==> config.mk <==
export PLATFORM = sky130hd
export DESIGN_NAME = ialu_cell
export DESIGN_NICKNAME = d
export VERILOG_FILES = /design/src/ialu_pkg.sv /design/src/ialu_cell.sv
export SDC_FILE = /design/constraint.sdc
export NUM_CORES = 1
export LEC_CHECK = 0
export BUFFER_PORTS_ARGS = -buffer_cell sky130_fd_sc_hd__buf_2
export CAP_MARGIN = 15
export CORE_MARGIN = 3
export CORE_UTILIZATION = 40
export DETAILED_ROUTE_END_ITERATION = 7
export GPL_TIMING_DRIVEN = 0
export PLACE_DENSITY = 0.63
export SYNTH_ARGS = -nofsm -noshare
export SYNTH_HDL_FRONTEND = slang
export SYNTH_SLANG_ARGS = --single-unit
==> constraint.sdc <==
create_clock -name clk -period 5.6 [get_ports clk]
set_input_delay 1.12 -clock clk [delete_from_list [all_inputs] [get_ports clk]]
set_output_delay 1.12 -clock clk [all_outputs]
set_load 0.05 [all_outputs]
==> src/ialu_pkg.sv <==
// shared types, opcodes and helpers for the 64-bit integer alu
package ialu_pkg;

  localparam int unsigned DataW = 64;
  localparam int unsigned OpW = 5;
  // one radix-2 divide step or one shift-add multiply step per cell
  localparam int unsigned NumCells = 64;
  localparam int unsigned ShW = 6;

  typedef enum logic [OpW-1:0] {
    OP_ADD = 5'd0, OP_SUB = 5'd1, OP_MUL = 5'd2, OP_DIV = 5'd3, OP_MOD = 5'd4,
    OP_AND = 5'd5, OP_OR = 5'd6, OP_XOR = 5'd7, OP_NOT = 5'd8, OP_ASR = 5'd9,
    OP_LSL = 5'd10, OP_LSR = 5'd11, OP_BIT = 5'd12, OP_EQ = 5'd13, OP_GE = 5'd14,
    OP_LT = 5'd15, OP_ABS = 5'd16, OP_POP = 5'd17
  } opcode_t;

  typedef struct packed {
    logic [OpW-1:0]   opcode;
    logic [DataW-1:0] operand_a;
    logic [DataW-1:0] operand_b;
  } in_item_t;

  typedef struct packed {
    logic [DataW-1:0] result;
    logic             divide_error;
  } out_item_t;

  // payload carried from cell to cell
  typedef struct packed {
    logic [DataW-1:0] rem;      // partial remainder, or product accumulator
    logic [DataW-1:0] quo;      // dividend or multiplier bits shifting out
    logic [DataW-1:0] dsr;      // divisor magnitude, or multiplicand
    logic [DataW-1:0] early;    // result of an opcode finished in the front stage
    logic             is_div;
    logic             is_mod;
    logic             is_mul;
    logic             neg_q;
    logic             neg_r;
    logic             err;
  } cell_data_t;

  // masks for the popcount adder tree
  localparam logic [DataW-1:0] PopMask1 = 64'h5555_5555_5555_5555;
  localparam logic [DataW-1:0] PopMask2 = 64'h3333_3333_3333_3333;
  localparam logic [DataW-1:0] PopMask4 = 64'h0F0F_0F0F_0F0F_0F0F;
  localparam logic [DataW-1:0] PopMask8 = 64'h00FF_00FF_00FF_00FF;
  localparam logic [DataW-1:0] PopMask16 = 64'h0000_FFFF_0000_FFFF;
  localparam logic [DataW-1:0] PopMask32 = 64'h0000_0000_FFFF_FFFF;

  function automatic logic [DataW-1:0] magnitude(input logic [DataW-1:0] x);
    magnitude = x[DataW-1] ? (~x + 1'b1) : x;
  endfunction

  // pairwise field sums, six levels
  function automatic logic [DataW-1:0] popcount(input logic [DataW-1:0] x);
    logic [DataW-1:0] s;
    s = (x & PopMask1) + ((x >> 1) & PopMask1);
    s = (s & PopMask2) + ((s >> 2) & PopMask2);
    s = (s & PopMask4) + ((s >> 4) & PopMask4);
    s = (s & PopMask8) + ((s >> 8) & PopMask8);
    s = (s & PopMask16) + ((s >> 16) & PopMask16);
    s = (s & PopMask32) + ((s >> 32) & PopMask32);
    popcount = s;
  endfunction

endpackage

==> src/ialu_cell.sv <==
// one restoring-divide or shift-add multiply step; other operations pass through unchanged
module ialu_cell (
  input  logic                 clk,
  input  logic                 rst,
  input  logic                 adv,
  input  logic                 in_valid,
  input  ialu_pkg::cell_data_t in_data,
  output logic                 out_valid,
  output ialu_pkg::cell_data_t out_data
);

  logic [ialu_pkg::DataW:0]   trial;
  logic [ialu_pkg::DataW:0]   diff;
  ialu_pkg::cell_data_t       d_next;

  // shift in the next dividend bit and try a subtract
  assign trial = {in_data.rem, in_data.quo[ialu_pkg::DataW-1]};
  assign diff  = trial - {1'b0, in_data.dsr};

  always_comb begin
    d_next = in_data;
    if (in_data.is_div || in_data.is_mod) begin
      d_next.quo = {in_data.quo[ialu_pkg::DataW-2:0], !diff[ialu_pkg::DataW]};
      d_next.rem = diff[ialu_pkg::DataW] ? trial[ialu_pkg::DataW-1:0]
                                         : diff[ialu_pkg::DataW-1:0];
    end else if (in_data.is_mul) begin
      // double the product and add the multiplicand for the next multiplier bit
      d_next.quo = {in_data.quo[ialu_pkg::DataW-2:0], 1'b0};
      d_next.rem = {in_data.rem[ialu_pkg::DataW-2:0], 1'b0}
                 + (in_data.quo[ialu_pkg::DataW-1] ? in_data.dsr : '0);
    end
  end

  always_ff @(posedge clk) begin
    if (rst) begin
      out_valid <= 1'b0;
    end else if (adv) begin
      out_valid <= in_valid;
    end
    if (adv) begin
      out_data <= d_next;
    end
  end

endmodule
* Word-level counts from Yosys, hierarchy flattened *
Index checks and enable logic that the tools add are counted.

storage, ports and cells
  register bits after elaboration = 263
  word-level logic and storage cells = 19

cells by class
  $add $sub $neg = 2
  multiplexer cells = 4
  reductions and logical operators = 2

operator list
  cell              count
  $mux 128          2
  $mux 64           2
  $sub 65x64->65    1
  $add 64x64->64    1
  $logic_not 1->1   1
  $logic_or 1x1->1  1

* Longest topological paths before layout *
Gate-level depths: netlist (run 1).

  word-level depth = 4
  mapped depth = 18

* Least setup slack after synthesis (run 1) *
OpenSTA, ideal clock, no wires.

  kind = in2reg
  start point = input port in_data[197] (netlist bit)
  end point = register out_data[257] (netlist bit) (data pin)
  arrival time = 4,156 ps
  data required time = 5,344 ps
  setup slack = 1,188 ps
  stages = 16
  path buffers = 1
  cells stage by stage = inv_2 > clkbuf_1 > nor2_1 > ha_1 > o21a_1 > o31a_1 > or4_1 > a221oi_2 > o41a_4 > o21a_4 > o31ai_4 > a31oi_4 > o21ai_0 > xnor2_1 > nand3_1 > o211a_1

RTL lines
  what                  RTL line         source
  start, declared       ialu_cell.sv:7   input ialu_pkg::cell_data_t in_data,
  end signal, assigned  ialu_cell.sv:41  out_data <= d_next;
  end, declared         ialu_cell.sv:9   output ialu_pkg::cell_data_t out_data

==> results of run 1 <==
-- power groups by stage --
stage / clock network, mW / registers [mW] / logic, mW
6_report: 1.95 / 2.46 / 2.45
5_1_grt: 2.07 / 2.48 / 2.60
4_1_cts: 2.00 / 2.47 / 2.43
3_5_place_dp: 0 / 2.50 / 2.42
3_3_place_gp: 0 / 2.52 / 2.40
2_1_floorplan: 0 / 3.20 / 0.977
-- cell type report --
type | count | area share
Clock buffer | 43 | 0.0371
Multi-Input combinational cell | 1396 | 0.421
Sequential cell | 263 | 0.348
Antenna cell | 13 | 0.00144
Buffer | 96 | 0.0178
Timing Repair Buffer | 530 | 0.119
Clock inverter | 11 | 0.00563
Inverter | 104 | 0.0172
Tap cell | 592 | 0.0327
-- stage by stage --
step / setup WS (ns) / instance area (sq um) / cells
4_1_cts: 0.122 / 22600 / 3035
6_report: 0.103 / 22700 / 3048
2_1_floorplan: 1.19 / 18200 / 1859
5_1_grt: 0.0329 / 22600 / 3041
3_3_place_gp: -0.720 / 21600 / 2979
3_5_place_dp: -0.653 / 21700 / 2981
-- layout by cell type, fill, tap and decap left out, types with 13 or more instances in the layout --
master,Yosys,routed
nand2b_1,15,15
nand2_1,148,148
o21bai_1,19,19
a211oi_1,41,41
a31oi_1,28,28
mux2_2,62,62
ha_1,127,127
nor2_1,163,163
nand3_1,41,41
o21ai_0,114,114
clkbuf_1,71,79
nand4_1,29,29
diode_2,0,13
a21oi_1,193,192
edfxtp_1,262,262
buf_2,13,540
nor2b_1,15,15
a21o_1,58,58
inv_1,103,103
mux2i_1,31,31
xnor2_1,70,70
xor2_1,51,51
o211ai_1,22,22
and3_1,13,13
clkbuf_16,0,31
nor3_1,29,29
-- worst min path at each step --
stage	to	from	cells past startpoint	slack (ns)
after floorplan	out_valid$_SDFFE_PP0P_	out_valid$_SDFFE_PP0P_	2	0.73
after global placement	out_valid$_SDFFE_PP0P_	out_valid$_SDFFE_PP0P_	2	0.47
after detailed placement	out_valid$_SDFFE_PP0P_	out_valid$_SDFFE_PP0P_	2	0.49
after CTS	out_valid$_SDFFE_PP0P_	out_valid$_SDFFE_PP0P_	2	0.51
after global routing	out_valid$_SDFFE_PP0P_	out_valid$_SDFFE_PP0P_	2	0.54
final	out_valid$_SDFFE_PP0P_	out_valid$_SDFFE_PP0P_	2	0.50
-- registers in the layout, indices dropped and copies added (netlist names) --
name	flops
out_data	262
out_valid	1
-- routing by layer --
metal / GRT usage / vias to the layer above
li1: - / 8020
met1: 0.364 / 8223
met2: 0.492 / 775
met3: 0.0511 / 116
met4: 0.0825 / 12
met5: 0 / -
-- what timing repair did --
action	in CTS	in global routing
endpoints found under the setup margin	9	8
hold buffers	0	0
pin swaps	0	0
gates resized for setup	2	3
-- kinds of logic (layout without fill, tap and decap cells) --
group,Yosys count,after routing,share of synthesized area
muxes,93,93,0.0554
other,0,13,0
AOI/OAI and AO/OA,564,564,0.197
xor gates and xnor gates,121,121,0.0582
DFF,263,263,0.433
buffers and inverters,200,784,0.0434
adders and majority gates,129,129,0.0895
and+or+nand+nor,489,489,0.123
-- tightest hold or removal path, stage by stage, from the launching register on --
cell and delay (ns):
dfxtp_1 0.32, mux2i_1 0.07, nor2_1 0.08
==> results_dict.tcl, run 1 <==
set metrics [dict create \
    status "finished, final reports clean" \
    fin_setup_tns_ns 0 \
    max-vdd-ir-drop_v 0.000233 \
    wl_per_cell_um 23.8 \
    p_sw_mw 2.58 \
    worst_pin_slew_ns 1.12 \
    synth.distinct_cells 80 \
    worstPathCellList "buf_2 -> inv_2 -> clkbuf_1 -> nor2_1 -> ha_1 -> clkbuf_1 -> nand4_1 -> nor3_1 -> nand4_1 -> o22ai_1 -> o21ai_1 -> a21oi_2 -> a221oi_1 -> o21ai_0 -> xor2_1 -> mux2i_1 -> a21oi_1" \
    layout.nets 2816 \
    fin_util 0.508 \
    power_density_nw_per_um2 303 \
    die_h_um 219 \
    antenna_found_initial 20 \
    cts_setup_buffers 0 \
    top_layer "met5" \
    dr.pass1.iters 7 \
    synth_fp_nets 2254 \
    die_w_um 219 \
    cts.sink_count 263 \
    grt_pass1_wl_um 103000 \
    crit_end "out_data[260]$_DFFE_PP_" \
    r2r_setup_slack_ns 5.02 \
    ys_ff_latch 263 \
    synth_top_area_frac 0.432 \
    synth_common_cells "edfxtp_1 (262), a21oi_1 (193), nor2_1 (163), nand2_1 (148), ha_1 (127)" \
    drive_gt1_frac 0.277 \
    start_util 0.408 \
    grt_overflow 0 \
    track_usage 0.285 \
    tritoncts "done" \
    path_max_fanout 10 \
    dr_wl_met2_um 34800 \
    drt_wl_total_um 72400 \
    ys.flop_type "edfxtp_1" \
    fin_hold_ws_ns 0.501 \
    rows 77 \
    fin_crit_ns 5.50 \
    hold_class "flip-flop to flip-flop" \
    p_int_mw 4.28 \
    cp.depth 17 \
    swShare 0.376 \
    cts_root_buffer "clkbuf_16" \
    power.total_mw 6.86 \
    maxCapViolCount 0 \
    setup.worst_path.end_class "flip-flop" \
    regArea_sq_um 7890 \
    die-area_sq_um 48100 \
    synth_most_common_cell "edfxtp_1" \
    multi_input_area_sq_um 9540 \
    path_clk_slew_ns 0.06 \
    synthToLayoutAreaGrowth_pct 24.5 \
    skew_ns 0 \
    synth_top_area_cell "edfxtp_1" \
    slowest_stage "nor3_1" \
    cts_inserted_buffers 30 \
    rsz0062_at_grt "no" \
    crit_path_start_kind "primary input" \
    drcViolationCount 0 \
    clk_path_buf_depth 3 \
    hold_viol 0 \
    fin_crit_sh 0.982 \
    drtIter0Drc 1444 \
    grt_pass1_vias 16800 \
    core_sq_um 44600 \
    clock.fmax_mhz 182 \
    dr_wl_met3_um 5670 \
    synth_area_leaders "edfxtp_1 (43%), ha_1 (8.7%), a21oi_1 (5.3%)" \
    grt_max_degree 107 \
    syn_area_per_cell_sq_um 9.79 \
    pwr-share-clk 0.284 \
    ys_warn_count 0 \
    synth-async-reset-ratio 0 \
    num_vias 17100 \
    cts-htree-levels 1 \
    routabilityCongestion 0.971 \
    clock_latency_ns 0.56 \
    slew_headroom 0.251 \
    pin_count 529 \
    crit_type "primary input to flip-flop" \
    timing.rr.start "out_valid$_SDFFE_PP0P_" \
    ys_seq_area_frac 0.433 \
    fillers 4222 \
    comb_power_share 0.357 \
    dp_hpwl_um 58100 \
    synth_edf_count 262 \
    r2r_cells 2 \
    ant_nets 0 \
    p_leak_nw 10.0 \
    setup_viol 0 \
    arrival_ns 5.87 \
    routedLengthMet1_um 29900 \
    worstReg2RegEnd "out_valid$_SDFFE_PP0P_" \
    crit_buf_inv 4 \
    viasPerCell 5.63 \
    seqPwrFrac 0.359 \
    path_delay_family "compound AO/OA/AOI/OAI gates" \
    critPathMaxStageDelay_ns 0.49 \
    syn_area_sq_um 18200 \
    placement.io_buffers 528 \
    slew_viol_final 0 \
    synth_cells 1859 \
    required_ns 5.97 \
    cp-startpoint "in_data[197]" \
]
Note: power is estimated with default switching activity, not from simulation.
==> run 2: changes to the inputs <==
--- a/config.mk
+++ b/config.mk
@@ -5,12 +5,11 @@
 export SDC_FILE = /design/constraint.sdc
 export NUM_CORES = 1
 export LEC_CHECK = 0
-export BUFFER_PORTS_ARGS = -buffer_cell sky130_fd_sc_hd__buf_2
+export BUFFER_PORTS_ARGS = -buffer_cell sky130_fd_sc_hd__clkbuf_2
 export CAP_MARGIN = 15
 export CORE_MARGIN = 3
 export CORE_UTILIZATION = 40
 export DETAILED_ROUTE_END_ITERATION = 7
-export GPL_TIMING_DRIVEN = 0
 export PLACE_DENSITY = 0.63
 export SYNTH_ARGS = -nofsm -noshare
 export SYNTH_HDL_FRONTEND = slang
==> run 2 against run 1 <==
  * Flip-flop and latch count stayed put
  * Total power is 2.4% higher
  * Worst hold slack better by 0.0094 ns
  * Fmax is 20% higher
  * Core utilization is 0.31 points lower
  * Clock power is 11% higher
  * Critical endpoint is now out_data[255]$_DFFE_PP_
  * Largest power group unchanged
==> results_dict.tcl, run 2 (synthesized netlist as in run 1, its figures left out) <==
set metrics [dict create \
    die_w_um 219 \
    core_sq_um 44600 \
    rsz0062_at_grt "no" \
    path_clk_slew_ns 0.06 \
    dr.pass1.iters 5 \
    placement.io_buffers 528 \
    dpl.cell_count 2904 \
    setup.worst_path.end_class "flip-flop" \
    largest_register_ffs 262 \
    clock.fmax_mhz 218 \
    tritoncts "done" \
    slew_viol_final 0 \
    setup_viol 0 \
    p_int_mw 4.43 \
    comb_power_share 0.339 \
    pwr-share-clk 0.307 \
    timing.rr.start "out_valid$_SDFFE_PP0P_" \
    skew_ns 0 \
    swShare 0.369 \
    fin_area_sq_um 22500 \
    viasPerCell 5.65 \
    required_ns 5.90 \
    fin_crit_sh 0.820 \
    drt_wl_total_um 68400 \
    dp_hpwl_um 54600 \
    p_leak_nw 10.1 \
    cts_root_buffer "clkbuf_16" \
    ctsResizeCount 0 \
    arrival_ns 4.89 \
    start_util 0.408 \
    layout.cells.non_filler 2965 \
    fin_setup_tns_ns 0 \
    status "finished, final reports clean" \
    grt_pass1_wl_um 98400 \
    clk_path_buf_depth 3 \
    rows 77 \
    top_register "out_data" \
    wl_per_cell_um 23.1 \
    layout.nets 2739 \
    ant_nets 0 \
    crit_type "primary input to flip-flop" \
    postPlaceCellArea_sq_um 21400 \
    cts_setup_buffers 0 \
    clock_latency_ns 0.57 \
    drive_gt1_frac 0.291 \
    drcViolationCount 0 \
    fin_crit_ns 4.59 \
    top_regs "out_data x262, out_valid x1" \
    hold_class "flip-flop to flip-flop" \
    fin_hold_ws_ns 0.510 \
    min-delay-start "out_valid$_SDFFE_PP0P_" \
    pin_count 529 \
    track_usage 0.269 \
    routabilityCongestion 0.961 \
    hold_viol 0 \
    power.total_mw 7.03 \
    die-area_sq_um 48100 \
    setup_slack_ns 1.01 \
    cts-htree-levels 1 \
    drtIter0Drc 1261 \
    grt_max_degree 94 \
    fin_util 0.505 \
    grt_overflow 0 \
    cts.sink_count 263 \
    hold_buffers 0 \
    die_h_um 219 \
    maxCapViolCount 0 \
    antenna_found_initial 18 \
    final_common_cell "clkbuf_2" \
    crit_path_start_kind "primary input" \
    power_density_nw_per_um2 312 \
    p_sw_mw 2.59 \
    cts_inserted_buffers 30 \
    final_cell_mix "clkbuf_2 (526), edfxtp_1 (262), a21oi_1 (192)" \
    cp-startpoint "in_data[102]" \
    max-vdd-ir-drop_v 0.000249 \
    worst_pin_slew_ns 0.878 \
    num_vias 16800 \
    synthToLayoutAreaGrowth_pct 23.8 \
    slew_headroom 0.414 \
    path_max_fanout 7 \
    grt_pass1_vias 16200 \
    seqPwrFrac 0.353 \
    pre_cts_ws_ns 0.444 \
]
[run 2: cell count changes in the layout (fill, tap and decap cells not counted), moves of 2 or more]
cell / delta
buf_2: -540
clkbuf_2: +523
clkbuf_1: -77
buf_4: +16
buf_1: -7
diode_2: -7
buf_12: +4
bufinv_16: +3
buf_16: -2
buf_6: -2
clkinv_4: +2
clkinvlp_4: +2
inv_6: +2
[run 2: worst paths after layout]
kind / end / slack [ns] / cells past startpoint
max: out_data[255]$_DFFE_PP_ / 1.01 / 15
min: out_valid$_SDFFE_PP0P_ / 0.51 / 2
max reg2reg: out_valid$_SDFFE_PP0P_ / 5.00 / 2
min reg2reg: out_valid$_SDFFE_PP0P_ / 0.51 / 2
[run 2: power groups by stage]
stage                     clock network [mW]  logic [mW]  registers (mW)
after detailed placement                   0        2.36            2.52
after floorplan                            0       0.977            3.20
after CTS                               2.21        2.38            2.48
after global placement                     0        2.36            2.52
final                                   2.16        2.38            2.48
after global routing                    2.28        2.55            2.50
[run 2: area by class of cell]
class / instances / area (sq um)
multi-input cells: 1396 / 9550
diodes: 6 / 15.0
clock inverters: 19 / 263
inverters: 104 / 390
repair buffers: 549 / 2860
clock buffers: 36 / 825
well taps: 592 / 741
fillers: 4214 / 22100
flip-flops and latches: 263 / 7890
[run 2: worst max-delay path: stages]
cell and delay, ns:
clkbuf_2 0.10, inv_1 0.08, ha_1 0.43, nand4_1 0.22
nor3_1 0.52, nand4_1 0.35, nor3_1 0.53, nand3_1 0.31
nand2_1 0.30, a211oi_1 0.10, nor2_1 0.32, a41oi_1 0.20
xnor2_1 0.16, nand2_1 0.09, a31oi_1 0.08
[run 2: layer usage]
layer / track usage / wire (um)
met4: 0.0862 / 2320
met1: 0.345 / 28400
met5: 0.00729 / 159
met3: 0.0631 / 5590
met2: 0.448 / 31900
==> run 3: changes to the inputs <==
==> constraint.sdc (replaced) <==
create_clock -name clk -period 4.5 [get_ports clk]
set_input_delay 0.9 -clock clk [delete_from_list [all_inputs] [get_ports clk]]
set_output_delay 0.9 -clock clk [all_outputs]
set_load 0.05 [all_outputs]
==> run 3 against run 2 <==
  * Clock skew stayed put
  * Clock-buffer cell count grew 5
  * Clock power is 11% higher
  * Register-to-register slack worse by 1.1 ns
  * Worst hold slack lost 0.027 ns
  * Cell area increased by 4.1%
  * Wire length hardly changed
  * Combinational power rose by 32%
==> results_dict.tcl, run 3 (synthesized netlist as in run 1, its figures left out) <==
set metrics [dict create \
    die_h_um 219 \
    cts_inserted_buffers 31 \
    grt_pass1_vias 16700 \
    r2r_cells 2 \
    dp_hpwl_um 55300 \
    clock.fmax_mhz 242 \
    routedLengthMet1_um 29200 \
    cts.sink_count 263 \
    cts_root_buffer "clkbuf_16" \
    clk_path_buf_depth 3 \
    whs_path_depth 2 \
    power.total_mw 8.64 \
    die_w_um 219 \
    required_ns 4.79 \
    drt_wl_total_um 68400 \
    final_cell_mix "clkbuf_2 (526), edfxtp_1 (262), a21oi_1 (192)" \
    viasPerCell 5.52 \
    setup_viol 0 \
    hold_viol 0 \
    worstReg2RegEnd "out_valid$_SDFFE_PP0P_" \
    pin_count 529 \
    r2r_setup_slack_ns 3.92 \
    layout.nets 2873 \
    rsz0062_at_grt "no" \
    largest_register_ffs 262 \
    final_common_cell "clkbuf_2" \
    skew_ns 0 \
    hold_class "primary input to flip-flop" \
    wl_per_cell_um 22.1 \
    drtIter0Drc 1020 \
    clock_latency_ns 0.57 \
    dr.pass1.iters 5 \
    track_usage 0.269 \
    synthToLayoutAreaGrowth_pct 28.8 \
    n_antenna_cell 0 \
    hold_end "out_valid$_SDFFE_PP0P_" \
    drive_gt1_frac 0.325 \
    worst_pin_slew_ns 0.700 \
    tritoncts "done" \
    crit_type "primary input to flip-flop" \
    path_max_fanout 22 \
    path_common_cell "a21oi_1" \
    status "finished, final reports clean" \
    path_clk_slew_ns 0.06 \
    die-area_sq_um 48100 \
    core_sq_um 44600 \
    top_layer "met5" \
    power_density_nw_per_um2 369 \
    antenna_found_initial 6 \
    min-delay-start "rst" \
    grt_max_degree 103 \
    drcViolationCount 0 \
    slew_viol_final 0 \
    max-vdd-ir-drop_v 0.000299 \
    fin_hold_ws_ns 0.483 \
    top_register "out_data" \
    fin_crit_ns 4.13 \
    dr_wl_met3_um 5080 \
    slowest_stage "ha_1" \
    timing.rr.start "out_valid$_SDFFE_PP0P_" \
    grt_pass1_wl_um 99400 \
    routabilityCongestion 0.983 \
    fin_crit_sh 0.917 \
    crit_path_start_kind "primary input" \
    critPathMaxStageDelay_ns 0.39 \
    rows 77 \
    start_util 0.408 \
    arrival_ns 4.41 \
    ant_nets 0 \
    worstPathCellList "clkbuf_2 -> inv_2 -> buf_4 -> nor2_1 -> ha_1 -> a21oi_1 -> o21ai_0 -> a31oi_1 -> o21a_1 -> o22ai_1 -> o21ai_1 -> a21oi_1 -> buf_4 -> a221oi_1 -> o21ai_0 -> xor2_1 -> mux2i_1 -> a21oi_1" \
    grt_overflow 0 \
    hold_buffers 0 \
    cts-htree-levels 1 \
    dpl.cell_count 3037 \
    dr_wl_met2_um 32500 \
    slew_headroom 0.533 \
    top_regs "out_data x262, out_valid x1" \
    cts_setup_buffers 0 \
    maxCapViolCount 0 \
    layout.cells.non_filler 3093 \
    placement.io_buffers 528 \
    fin_util 0.526 \
    ctsResizeCount 0 \
    num_vias 17100 \
    setup.worst_path.end_class "flip-flop" \
    p_leak_nw 10.7 \
]
run 3: worst max path at each step:
stage	from	to	cells past startpoint	slack [ns]
after floorplan	in_data[197]	out_data[257]$_DFFE_PP_	16	0.31
after global placement	in_data[197]	out_data[225]$_DFFE_PP_	18	-0.16
after detailed placement	in_data[197]	out_data[200]$_DFFE_PP_	18	-0.17
after CTS	in_data[197]	out_data[200]$_DFFE_PP_	18	0.41
after global routing	in_data[197]	out_data[260]$_DFFE_PP_	19	0.21
final	in_data[197]	out_data[260]$_DFFE_PP_	18	0.37
run 3: routing by layer:
metal,track usage,up-vias
li1,-,8124
met1,0.359,8178
met2,0.457,663
met3,0.0438,108
met4,0.0639,10
met5,0,-
run 3: metrics by stage:
step | TNS (ns) | setup WS (ns) | cell area [sq um]
2_1_floorplan | 0 | 0.308 | 18200
3_5_place_dp | -5.02 | -0.166 | 22500
6_report | 0 | 0.375 | 23500
3_3_place_gp | -4.48 | -0.161 | 22500
5_1_grt | 0 | 0.210 | 23500
4_1_cts | 0 | 0.412 | 23500
run 3: worst max-delay path, delay by kind of cell:
family / cells / cell delay (ns)
AOI/OAI and AO/OA: 10 / 1.97
buffers and inverters: 4 / 0.68
adders and majority gates: 1 / 0.39
xor gates and xnor gates: 1 / 0.18
muxes: 1 / 0.17
and+or+nand+nor: 1 / 0.11
run 3: cell type report:
cell class / instances / area [sq um]
Multi-Input combinational cell: 1396 / 9550
Sequential cell: 263 / 7890
Timing Repair Buffer: 682 / 3920
Clock inverter: 15 / 109
Tap cell: 592 / 741
Clock buffer: 41 / 853
Inverter: 104 / 390
Fill cell: 4138 / 21200
run 3: power breakdown:
part           switching, mW  leakage, nW  internal (mW)  total (mW)
Sequential            0.0960         2.57           3.00        3.10
Clock                   1.03        0.467           1.38        2.40
Combinational           2.13         7.65           1.01        3.14
